**src/rtl/sha512_pkg.sv**
```systemverilog
// shared types, constants and round constant table for the sha-512 engine
package sha512_pkg;

  localparam int unsigned WordW   = 64;
  localparam int unsigned Rounds  = 80;
  localparam int unsigned BufDep  = 16;
  localparam int unsigned InDataW = 72;

  typedef enum logic [3:0] {
    OP_NONE,
    OP_LOAD,
    OP_APPEND,
    OP_LEFT,
    OP_PAD,
    OP_LEN,
    OP_ZLEN,
    OP_CSTART,
    OP_ROUND,
    OP_FOLD,
    OP_RESET
  } op_t;

  typedef struct packed {
    op_t        op;
    logic [2:0] word_sel;
  } cmd_t;

  typedef struct packed {
    logic wrap;
    logic last;
    logic pad2;
    logic rounds_last;
  } stat_t;

  localparam logic [WordW-1:0] IV [8] = '{
    64'h6a09e667f3bcc908, 64'hbb67ae8584caa73b, 64'h3c6ef372fe94f82b,
    64'ha54ff53a5f1d36f1, 64'h510e527fade682d1, 64'h9b05688c2b3e6c1f,
    64'h1f83d9abfb41bd6b, 64'h5be0cd19137e2179
  };

  localparam logic [WordW-1:0] K [Rounds] = '{
    64'h428a2f98d728ae22, 64'h7137449123ef65cd, 64'hb5c0fbcfec4d3b2f,
    64'he9b5dba58189dbbc, 64'h3956c25bf348b538, 64'h59f111f1b605d019,
    64'h923f82a4af194f9b, 64'hab1c5ed5da6d8118, 64'hd807aa98a3030242,
    64'h12835b0145706fbe, 64'h243185be4ee4b28c, 64'h550c7dc3d5ffb4e2,
    64'h72be5d74f27b896f, 64'h80deb1fe3b1696b1, 64'h9bdc06a725c71235,
    64'hc19bf174cf692694, 64'he49b69c19ef14ad2, 64'hefbe4786384f25e3,
    64'h0fc19dc68b8cd5b5, 64'h240ca1cc77ac9c65, 64'h2de92c6f592b0275,
    64'h4a7484aa6ea6e483, 64'h5cb0a9dcbd41fbd4, 64'h76f988da831153b5,
    64'h983e5152ee66dfab, 64'ha831c66d2db43210, 64'hb00327c898fb213f,
    64'hbf597fc7beef0ee4, 64'hc6e00bf33da88fc2, 64'hd5a79147930aa725,
    64'h06ca6351e003826f, 64'h142929670a0e6e70, 64'h27b70a8546d22ffc,
    64'h2e1b21385c26c926, 64'h4d2c6dfc5ac42aed, 64'h53380d139d95b3df,
    64'h650a73548baf63de, 64'h766a0abb3c77b2a8, 64'h81c2c92e47edaee6,
    64'h92722c851482353b, 64'ha2bfe8a14cf10364, 64'ha81a664bbc423001,
    64'hc24b8b70d0f89791, 64'hc76c51a30654be30, 64'hd192e819d6ef5218,
    64'hd69906245565a910, 64'hf40e35855771202a, 64'h106aa07032bbd1b8,
    64'h19a4c116b8d2d0c8, 64'h1e376c085141ab53, 64'h2748774cdf8eeb99,
    64'h34b0bcb5e19b48a8, 64'h391c0cb3c5c95a63, 64'h4ed8aa4ae3418acb,
    64'h5b9cca4f7763e373, 64'h682e6ff3d6b2b8a3, 64'h748f82ee5defb2fc,
    64'h78a5636f43172f60, 64'h84c87814a1f0ab72, 64'h8cc702081a6439ec,
    64'h90befffa23631e28, 64'ha4506cebde82bde9, 64'hbef9a3f7b2c67915,
    64'hc67178f2e372532b, 64'hca273eceea26619c, 64'hd186b8c721c0c207,
    64'heada7dd6cde0eb1e, 64'hf57d4f7fee6ed178, 64'h06f067aa72176fba,
    64'h0a637dc5a2c898a6, 64'h113f9804bef90dae, 64'h1b710b35131c471b,
    64'h28db77f523047d84, 64'h32caab7b40c72493, 64'h3c9ebe0a15c9bebc,
    64'h431d67c49c100d4c, 64'h4cc5d4becb3e42b6, 64'h597f299cfc657e2a,
    64'h5fcb6fab3ad6faec, 64'h6c44198c4a475817
  };

endpackage

```
**src/rtl/sha512_ctrl.sv**
```systemverilog
// sequencer for loading, padding, compression and digest output
module sha512_ctrl (
  input  logic                 clk,
  input  logic                 rst,
  input  logic                 s_tvalid,
  output logic                 s_tready,
  output logic                 m_tvalid,
  input  logic                 m_tready,
  output logic                 m_tlast,
  input  sha512_pkg::stat_t    stat,
  output sha512_pkg::cmd_t     cmd
);
  import sha512_pkg::*;

  typedef enum logic [9:0] {
    S_IDLE   = 10'b0000000001,
    S_APPEND = 10'b0000000010,
    S_CST    = 10'b0000000100,
    S_RND    = 10'b0000001000,
    S_FOLD   = 10'b0000010000,
    S_LEFT   = 10'b0000100000,
    S_PAD    = 10'b0001000000,
    S_LEN    = 10'b0010000000,
    S_ZLEN   = 10'b0100000000,
    S_OUT    = 10'b1000000000
  } state_t;

  typedef enum logic [1:0] {
    R_LEFT,
    R_ZLEN,
    R_OUT
  } ret_t;

  state_t     state, state_next;
  ret_t       ret, ret_next;
  logic [2:0] idx, idx_next;

  always_comb begin
    state_next  = state;
    ret_next    = ret;
    idx_next    = idx;
    cmd.op      = OP_NONE;
    cmd.word_sel = idx;
    s_tready    = 1'b0;
    m_tvalid    = 1'b0;
    unique case (state)
      S_IDLE: begin
        s_tready = 1'b1;
        if (s_tvalid) begin
          cmd.op     = OP_LOAD;
          state_next = S_APPEND;
        end
      end
      S_APPEND: begin
        cmd.op = OP_APPEND;
        if (stat.wrap) begin
          ret_next   = R_LEFT;
          state_next = S_CST;
        end else if (stat.last) begin
          state_next = S_PAD;
        end else begin
          state_next = S_IDLE;
        end
      end
      S_CST: begin
        cmd.op     = OP_CSTART;
        state_next = S_RND;
      end
      S_RND: begin
        cmd.op = OP_ROUND;
        if (stat.rounds_last) state_next = S_FOLD;
      end
      S_FOLD: begin
        cmd.op = OP_FOLD;
        unique case (ret)
          R_LEFT:  state_next = S_LEFT;
          R_ZLEN:  state_next = S_ZLEN;
          R_OUT:   state_next = S_OUT;
          default: state_next = S_IDLE;
        endcase
      end
      S_LEFT: begin
        cmd.op     = OP_LEFT;
        state_next = stat.last ? S_PAD : S_IDLE;
      end
      S_PAD: begin
        cmd.op = OP_PAD;
        if (stat.pad2) begin
          ret_next   = R_ZLEN;
          state_next = S_CST;
        end else begin
          state_next = S_LEN;
        end
      end
      S_LEN: begin
        cmd.op     = OP_LEN;
        ret_next   = R_OUT;
        state_next = S_CST;
      end
      S_ZLEN: begin
        cmd.op     = OP_ZLEN;
        ret_next   = R_OUT;
        state_next = S_CST;
      end
      S_OUT: begin
        m_tvalid = 1'b1;
        if (m_tready) begin
          if (idx == 3'd7) begin
            cmd.op     = OP_RESET;
            idx_next   = 3'd0;
            state_next = S_IDLE;
          end else begin
            idx_next = idx + 3'd1;
          end
        end
      end
      default: state_next = S_IDLE;
    endcase
  end

  assign m_tlast = (idx == 3'd7);

  always_ff @(posedge clk) begin
    if (rst) begin
      state <= S_IDLE;
      ret   <= R_LEFT;
      idx   <= 3'd0;
    end else begin
      state <= state_next;
      ret   <= ret_next;
      idx   <= idx_next;
    end
  end
endmodule

```
**config.mk**
```make
export PLATFORM = sky130hd
export DESIGN_NAME = sha512_ctrl
export DESIGN_NICKNAME = d
export VERILOG_FILES = /design/src/rtl/sha512_pkg.sv /design/src/rtl/sha512_ctrl.sv
export SDC_FILE = /design/constraint.sdc
export NUM_CORES = 1
export LEC_CHECK = 0
export ABC_AREA = 1
export BUFFER_PORTS_ARGS = -buffer_cell sky130_fd_sc_hd__buf_2
export CAP_MARGIN = 10
export CORE_MARGIN = 8
export CORE_UTILIZATION = 59
export CTS_CLUSTER_DIAMETER = 60
export DETAILED_ROUTE_END_ITERATION = 8
export PLACE_DENSITY = 0.83
export SLEW_MARGIN = 25
export SYNTH_ARGS = -nofsm -noshare
export SYNTH_HDL_FRONTEND = slang
export SYNTH_SLANG_ARGS = --single-unit
```
**constraint.sdc**
```tcl
create_clock -name clk -period 2.29 [get_ports clk]
set_input_delay 0.1145 -clock clk [delete_from_list [all_inputs] [get_ports clk]]
set_output_delay 0.1145 -clock clk [all_outputs]
set_load 0.03 [all_outputs]
```
Yosys cells after proc, flatten, opt, wreduce, memory -nomap -nowiden. Index checks and enable logic that the tools add are counted. W data, S select, Z words.

Register bits: 15. Bits of input ports: 8. Word-level logic and storage cells: 48. Output and inout bits: 10.

Mux-type cells: 19. Reduce and logical (&&, ||, !) cells: 6. Equal/unequal tests: 19. $add $sub $neg: 1.

Operators with widths (number): $pmux W10 S9 (1); $mux W10 (4); $pmux W4 S10 (1); $pmux W10 S3 (1); $mux W7 (2); $ne A2 B2 Y1 const B (6); $eq A10 B1 Y1 const B (1); $eq A10 B10 Y1 const B (1); $eq A10 B2 Y1 const B (1); $eq A10 B3 Y1 const B (1); $eq A10 B4 Y1 const B (1); $eq A10 B5 Y1 const B (1); $eq A10 B6 Y1 const B (1); $eq A10 B7 Y1 const B (1); $eq A10 B8 Y1 const B (1); $eq A10 B9 Y1 const B (1); $mux W4 (2); $mux W8 (1); $pmux W2 S3 (1); $mux W2 (2); $reduce_and A4 Y1 (1); $add A3 B1 Y3 const B (1); $eq A3 B3 Y1 const B (1); $mux W1 (3); other kinds (8) (8).

Depth between registers and ports, before layout. Gate-level depths: netlist of the first run.

Depth after elaboration: 4. Gate-level depth with buffers: 10. Gate-level depth less buffers: 10.

Worst setup path before layout of the first run. No wires, ideal clock.

Kind: flip-flop to flip-flop. From: register idx[0]. To: register state[3]. Required time: 2.173 ns. Library setup time: 0.117 ns. Slack: 0.610 ns. Path buffers: 0. Period minus slack after synthesis: 1.680 ns. Stages on the path, launching flop included: 8. Arrival: 1.563 ns. Path through: dfxtp_1 > ha_1 > ha_1 > nand2_1 > nand2_4 > nand3_4 > nor2_2 > nor2_1.

Longest elaborated chain between the ends: 3.

Ends and longest elaborated chain: from (decl) (RTL line sha512_ctrl.sv:36) `logic [2:0] idx, idx_next;`; from (signal assigned) (RTL line sha512_ctrl.sv:131) `idx <= idx_next;`; $eq A3 B3 Y1; named net m_tlast (RTL line sha512_ctrl.sv:9) `output logic m_tlast,`; $ne A2 B2 Y1 (no source line); $reduce_and A4 Y1 (no source line); to (signal assigned) (RTL line sha512_ctrl.sv:129) `state <= state_next;`; to (decl) (RTL line sha512_ctrl.sv:34) `state_t state, state_next;`.

The timed path passes the listed nets, and every way through them passes these cells. A chain may end at the register's enable or synchronous reset.

==> flow_summary.json, run 1 <==
{
  "cts.repair.resized": 0,
  "n_fill_cell": 149,
  "grt_pass1_vias": 1033,
  "start_util": 0.627,
  "track_usage": 0.154,
  "io_pins": 18,
  "htreeDepth": 1,
  "drc": 0,
  "synth_cell_types": 25,
  "utilization": 0.708,
  "synth-edff-count": 0,
  "cts-root-buf": "clkbuf_4",
  "fin_nets": 199,
  "yosysMostFrequentCell": "nand2_1",
  "ir_drop_uv": 908,
  "wire_per_inst_um": 12.3,
  "critical_path_class": "flip-flop to output pin",
  "setup_viol_count_final": 0,
  "async_flop_share": 0,
  "fin_crit_sh": 0.813,
  "synth_common_cells": "37 x nand2_1, 25 x inv_1, 24 x nor2_1, 19 x nand3_1, 15 x dfxtp_1",
  "clock-skew-final_ps": 3.20,
  "areaGrowthSynthToFinish_pct": 12.9,
  "maxCapViolCount": 0,
  "synth_top_cell_by_area": "dfxtp_1",
  "clock_latency_ps": 290,
  "placed_cells": 209,
  "vias_per_cell": 5.18,
  "outcome": "complete, no violations",
  "die_h_um": 58.8,
  "relSlewSlack": 0.807,
  "multi_input_comb_area_um2": 671,
  "rsz0062_at_grt": "false",
  "drive_above_1_share": 0.255,
  "gp_congestion": 0.983,
  "clock.fmax_mhz": 537,
  "regArea_um2": 300,
  "synth_seq_cells": 15,
  "finalHoldViolCount": 0,
  "cts_buffers": 3,
  "maxSlewViolCount": 0,
  "synth_fa_ha_area_frac": 0.0231,
  "synth.area.top_cells": "dfxtp_1 28%, nand2_1 13%, nand3_1 8.8%, inv_1 8.7%, nor2_1 8.3%",
  "row_count": 15,
  "synth_seq_area_share": 0.277,
  "cp_max_fo": 9,
  "antenna_found_initial": 0,
  "cts_setup_buffers": 0,
  "synth.avg_cell_area_um2": 6.44,
  "instances_no_fill": 213,
  "hold_path.class": "input port to flip-flop",
  "die_width_um": 58.8,
  "period_needed_ps": 1860,
  "clkTransAtPathRegs_ps": 90,
  "worst_setup_path_end_kind": "output pin",
  "detail-route-antenna-nets": 0,
  "ys.flop_type": "dfxtp_1",
  "power_leakage_uw": 0.000640,
  "wirelength_um": 2620,
  "cp-start-kind": "flip-flop",
  "finalWorstSetupSlack_ps": 427,
  "die_area_um2": 3460,
  "first_pass_iters": 5,
  "crit_required_ps": 2180,
  "synth_cells": 168,
  "grt_overflow": 0,
  "hold_slack_ps": 80.2,
  "cts_hold_buffers": 0,
  "tritoncts": "built",
  "clk_path_buf_depth": 2,
  "cts.sinks": 15,
  "synth-simple-area-share": 0.546,
  "dp_slack_ps": 748,
  "synth-xor-area-share": 0,
  "grt_pass1_wl_um": 4210,
  "tns_ps": 0,
  "synth_compound_area_frac": 0.0509,
  "n_antenna_cell": 0,
  "io_buffer_count": 17,
  "synth_top_family_by_area": "simple AND/OR/NAND/NOR gates",
  "p_per_area_nw_per_um2": 796,
  "worstMarginPinSlew_ps": 288,
  "synth_area_um2": 1080,
  "vias": 1103,
  "muxShareOfSynthArea": 0,
  "ys_warn_count": 0,
  "grt_max_degree": 14,
  "synth.top_cell.area_share": 0.277,
  "worst_ep_arrival_time_ps": 1750,
  "dp_hpwl_um": 2220,
  "core_um2": 1730,
  "syn_nets": 178,
  "drt_iter0_drc": 31
}
[kinds of logic after synthesis]
kind of cell	after synthesis
simple gates	113
compound gates	9
buf+inv	29
fa+ha+maj	2
flops	15
[per-layer routing]
metal	wire [µm]	part of all wire	track usage	vias to the layer above
met2	1340	0.51	0.273	25
met4	38	0.014	0.0614	0
met3	79	0.030	0.0304	5
met5	0	0	0	-
li1	-	-	-	568
met1	1160	0.44	0.174	505
[worst paths after layout]
check,startpoint,endpoint,slack [ps],cells after the start
min reg2reg,idx[2]$_SDFFE_PP0P_,idx[2]$_SDFFE_PP0P_,490,2
min,stat[2],state[6]$_SDFFE_PP0P_,80,3
max reg2reg,state[8]$_SDFFE_PP0P_,state[2]$_SDFFE_PP0P_,760,8
max,state[8]$_SDFFE_PP0P_,cmd[3],430,6
[worst max-delay path: stages, from the launching register on]
cell and delay (ps):
dfxtp_1 400, nor2_4 250, inv_4 100, nor3_1 180, nand3_1 120, o211ai_1 190
buf_2 230
[per-stage QoR]
stage / total power (µW) / instance area, µm²
floorplan: 712 / 1080
global placement: 809 / 1190
detailed placement: 824 / 1190
CTS: 973 / 1220
global route: 1030 / 1220
finish: 973 / 1220
[flip-flops by register name, indices dropped and copies added, names as in the netlist]
name,count
ret,2
state,10
idx,3
[layout make-up]
type | count | area share
clock inverters | 1 | 0.00409
clock buffers | 3 | 0.0184
flip-flops and latches | 15 | 0.246
well taps | 25 | 0.0256
repair buffers | 17 | 0.0696
multi-input cells | 124 | 0.549
inverters | 28 | 0.0880
[placed cells by master, fill, tap and decap left out, types with 2 or more instances in the layout]
master,n
nor2_4,4
nand2_4,2
inv_2,2
a21oi_1,4
nand2_1,37
nor2_1,24
clkbuf_4,3
nand2_2,6
nor3_2,2
ha_1,2
nor2_2,5
nand4_1,3
inv_1,25
buf_2,17
nand3_1,19
nor3_1,7
o211ai_1,2
dfxtp_1,15
[report_power, final]
| part | total (µW) | switching (µW) | internal, µW | leakage [µW] |
|---|---|---|---|---|
| clock | 155 | 89.6 | 65.0 | 0.0000177 |
| combinational | 496 | 333 | 163 | 0.000501 |
| sequential | 322 | 36.6 | 285 | 0.000121 |
| total | 973 | 459 | 514 | 0.000640 |
No activity file was read; power rests on OpenSTA's default activity.
==> inputs of run 2 (changes only) <==
--- a/config.mk
+++ b/config.mk
@@ -5,14 +5,14 @@
 export SDC_FILE = /design/constraint.sdc
 export NUM_CORES = 1
 export LEC_CHECK = 0
-export ABC_AREA = 1
+export ABC_AREA = 0
 export BUFFER_PORTS_ARGS = -buffer_cell sky130_fd_sc_hd__buf_2
 export CAP_MARGIN = 10
 export CORE_MARGIN = 8
-export CORE_UTILIZATION = 59
+export CORE_UTILIZATION = 53
 export CTS_CLUSTER_DIAMETER = 60
 export DETAILED_ROUTE_END_ITERATION = 8
-export PLACE_DENSITY = 0.83
+export PLACE_DENSITY = 0.77
 export SLEW_MARGIN = 25
 export SYNTH_ARGS = -nofsm -noshare
 export SYNTH_HDL_FRONTEND = slang
==> constraint.sdc (replaced) <==
create_clock -name clk -period 1.9 [get_ports clk]
set_input_delay 0.095 -clock clk [delete_from_list [all_inputs] [get_ports clk]]
set_output_delay 0.095 -clock clk [all_outputs]
set_load 0.03 [all_outputs]
==> run 2 against run 1 <==
The run now ends with setup timing left. Clock power up 28%. Register-to-register slack worse by 680 ps. Sequential share of layout area up 0.56 points. Cell area down 0.61%. Via count down 7.0%. Clock-buffer cell count unchanged. Non-clock buffer count up 17. Flip-flop and latch count unchanged. Critical endpoint is now cmd[6]. Clock skew up 2.1 ps. Core utilization up 1.9 points. Highest routed layer unchanged.
==> flow_summary.json, run 2 <==
{
  "relSlewSlack": 0.757,
  "clock_latency_ps": 300,
  "synth.area.top_cells": "dfxtp_1 33%, nand2_1 5.7%, nor2_1 3.7%, nand4_1 3.4%, a21oi_1 3.3%",
  "cp-start-kind": "flip-flop",
  "synth_seq_cells": 15,
  "finalHoldViolCount": 0,
  "critical_path_class": "flip-flop to output pin",
  "die_h_um": 57.5,
  "vias_per_cell": 6.29,
  "drt_iter0_drc": 58,
  "max_stage_delay_ps": 340,
  "cts_buffers": 3,
  "finalWorstSetupSlack_ps": -35.9,
  "hold_path.class": "input port to flip-flop",
  "detail-route-antenna-nets": 0,
  "io_buffer_count": 17,
  "clkTransAtPathRegs_ps": 100,
  "first_pass_iters": 4,
  "syn_nets": 123,
  "ys_warn_count": 0,
  "period_needed_ps": 1940,
  "p_total_uw": 767,
  "highest_layer": "met4",
  "n_antenna_cell": 0,
  "synth_compound_area_frac": 0.140,
  "tritoncts": "built",
  "synth-simple-area-share": 0.405,
  "synth_area_um2": 915,
  "setup_viol_count_final": 1,
  "final_cell_mix": "17 x buf_4, 13 x nand2_1, 12 x buf_2, 11 x dfxtp_1, 9 x nor2_1",
  "layout.cells.most_common": "buf_4",
  "cts.sinks": 15,
  "wire_per_inst_um": 17.3,
  "die_width_um": 57.5,
  "design_area_um2": 1210,
  "worstPathCellList": "buf_6, buf_4, nor4_2, and3_4, inv_1, o21ai_1, clkbuf_4",
  "htreeDepth": 1,
  "clk_path_buf_depth": 2,
  "async_flop_share": 0,
  "yosysMostFrequentCell": "dfxtp_1",
  "worstMarginPinSlew_ps": 361,
  "synth.top_cell.area_share": 0.328,
  "maxCapViolCount": 0,
  "crit_required_ps": 1800,
  "grt_max_degree": 11,
  "max_flop_register": "state",
  "drc": 0,
  "synth_common_cells": "15 x dfxtp_1, 14 x nand2_1, 9 x nor2_1, 6 x a21oi_1, 6 x inv_1",
  "gp_congestion": 0.854,
  "cpMaxStageDelayCell": "dfxtp_2",
  "die_area_um2": 3310,
  "synth_top_cell_by_area": "dfxtp_1",
  "ir_drop_uv": 625,
  "cp_max_fo": 4,
  "tns_ps": -35.9,
  "synth-xor-area-share": 0.0287,
  "synth_top_family_by_area": "simple AND/OR/NAND/NOR gates",
  "vias": 1026,
  "core_um2": 1670,
  "synth.avg_cell_area_um2": 8.09,
  "fin_crit_sh": 1.02,
  "drive_above_1_share": 0.377,
  "largest_register_ffs": 10,
  "wirelength_met1_um": 1190,
  "start_util": 0.548,
  "maxSlewViolCount": 0,
  "wl_met3_um": 220,
  "reg_top3": "state x10, idx x3, ret x2",
  "utilization": 0.727,
  "grt_overflow": 0,
  "dpl-instance-area_um2": 1070,
  "clock-skew-final_ps": 5.33,
  "io_pins": 18,
  "power_leakage_uw": 0.000502,
  "ys.flop_type": "dfxtp_1",
  "worst_ep_arrival_time_ps": 1840,
  "synth_fa_ha_area_frac": 0.0274,
  "dp_hpwl_um": 1970,
  "track_usage": 0.169,
  "dp_slack_ps": 114,
  "cts-root-buf": "clkbuf_4",
  "synth_seq_area_share": 0.328,
  "p_per_area_nw_per_um2": 632,
  "outcome": "finished with violations",
  "grt_pass1_wl_um": 4460,
  "critical_path_buf_inv_count": 4,
  "row_count": 15,
  "clock.fmax_mhz": 517,
  "areaGrowthSynthToFinish_pct": 32.8,
  "wirelength_um": 2820,
  "grt_pass1_vias": 972,
  "fin_nets": 157,
  "worst_setup_path_end_kind": "output pin",
  "synth_cell_types": 39,
  "n_fill_cell": 124,
  "path_delay_family": "simple AND/OR/NAND/NOR gates",
  "wl_met2_um": 1340,
  "rsz0062_at_grt": "true",
  "synth-edff-count": 0,
  "synth_cells": 113,
  "antenna_found_initial": 0,
  "failed_checks": "setup timing",
  "muxShareOfSynthArea": 0
}
## run 2: worst reg2reg max path, delay by kind of cell, from the launching register on
family             cells  cell delay (ps)
and+or+nand+nor        2             1080
DFF                    1              330
AOI/OAI and AO/OA      2              300
## run 2: kinds of logic (layout without fill, tap and decap cells)
kind of cell / count (synthesis) / count (layout)
buffers and inverters: 12 / 45
and+or+nand+nor: 61 / 61
adders and majority gates: 2 / 2
xor gates and xnor gates: 3 / 3
AOI/OAI and AO/OA: 20 / 20
DFF: 15 / 15
## run 2: routing by layer
layer / GRT usage / up-vias
met5: 0 / -
met1: 0.201 / 470
met3: 0.0448 / 10
met4: 0.0857 / 0
met2: 0.272 / 57
li1: - / 489
## run 2: what timing repair did
action                                 in CTS  in global routing
setup endpoints to repair                   3                  8
pin swaps                                   3                  7
endpoints found under the hold margin       1                  0
cloned                                      0                  0
resized for setup                           5                 19
hold buffers                                1                  0
setup buffers                               2                  3
## run 2: layout make-up
cell class | instances | area (µm²) | share of cell area
clock buffers | 3 | 22.5 | 0.0185
flip-flops and latches | 15 | 305 | 0.251
repair buffers | 34 | 239 | 0.197
well taps | 17 | 21.3 | 0.0175
multi-input cells | 86 | 593 | 0.488
clock inverters | 1 | 7.51 | 0.00618
inverters | 7 | 26.3 | 0.0216
## run 2: stage by stage
stage / std cells / hold WS (ps)
finish: 163 / 77.7
global route: 163 / 91.2
CTS: 160 / 83.7
detailed placement: 153 / 297
floorplan: 113 / 174
global placement: 153 / 294
## run 2: worst paths after layout
| path | from | endpoint | slack [ps] | cells after the start |
|---|---|---|---|---|
| worst max-delay path | state[4]$_SDFFE_PP0P_ | cmd[6] | -40 | 7 |
| worst min-delay path | rst | state[9]$_SDFFE_PP0P_ | 80 | 2 |
| worst max register to register | state[2]$_SDFFE_PP0P_ | ret[0]$_SDFFE_PP0P_ | 80 | 4 |
| worst min register to register | idx[1]$_SDFFE_PP0P_ | idx[1]$_SDFFE_PP0P_ | 490 | 2 |
## run 2: power breakdown
group | total (µW) | internal, µW | switching, µW | leakage, µW
Combinational | 228 | 106 | 122 | 0.000365
Clock | 198 | 80.3 | 118 | 0.0000139
Sequential | 341 | 324 | 17.0 | 0.000123
Total | 767 | 511 | 256 | 0.000502
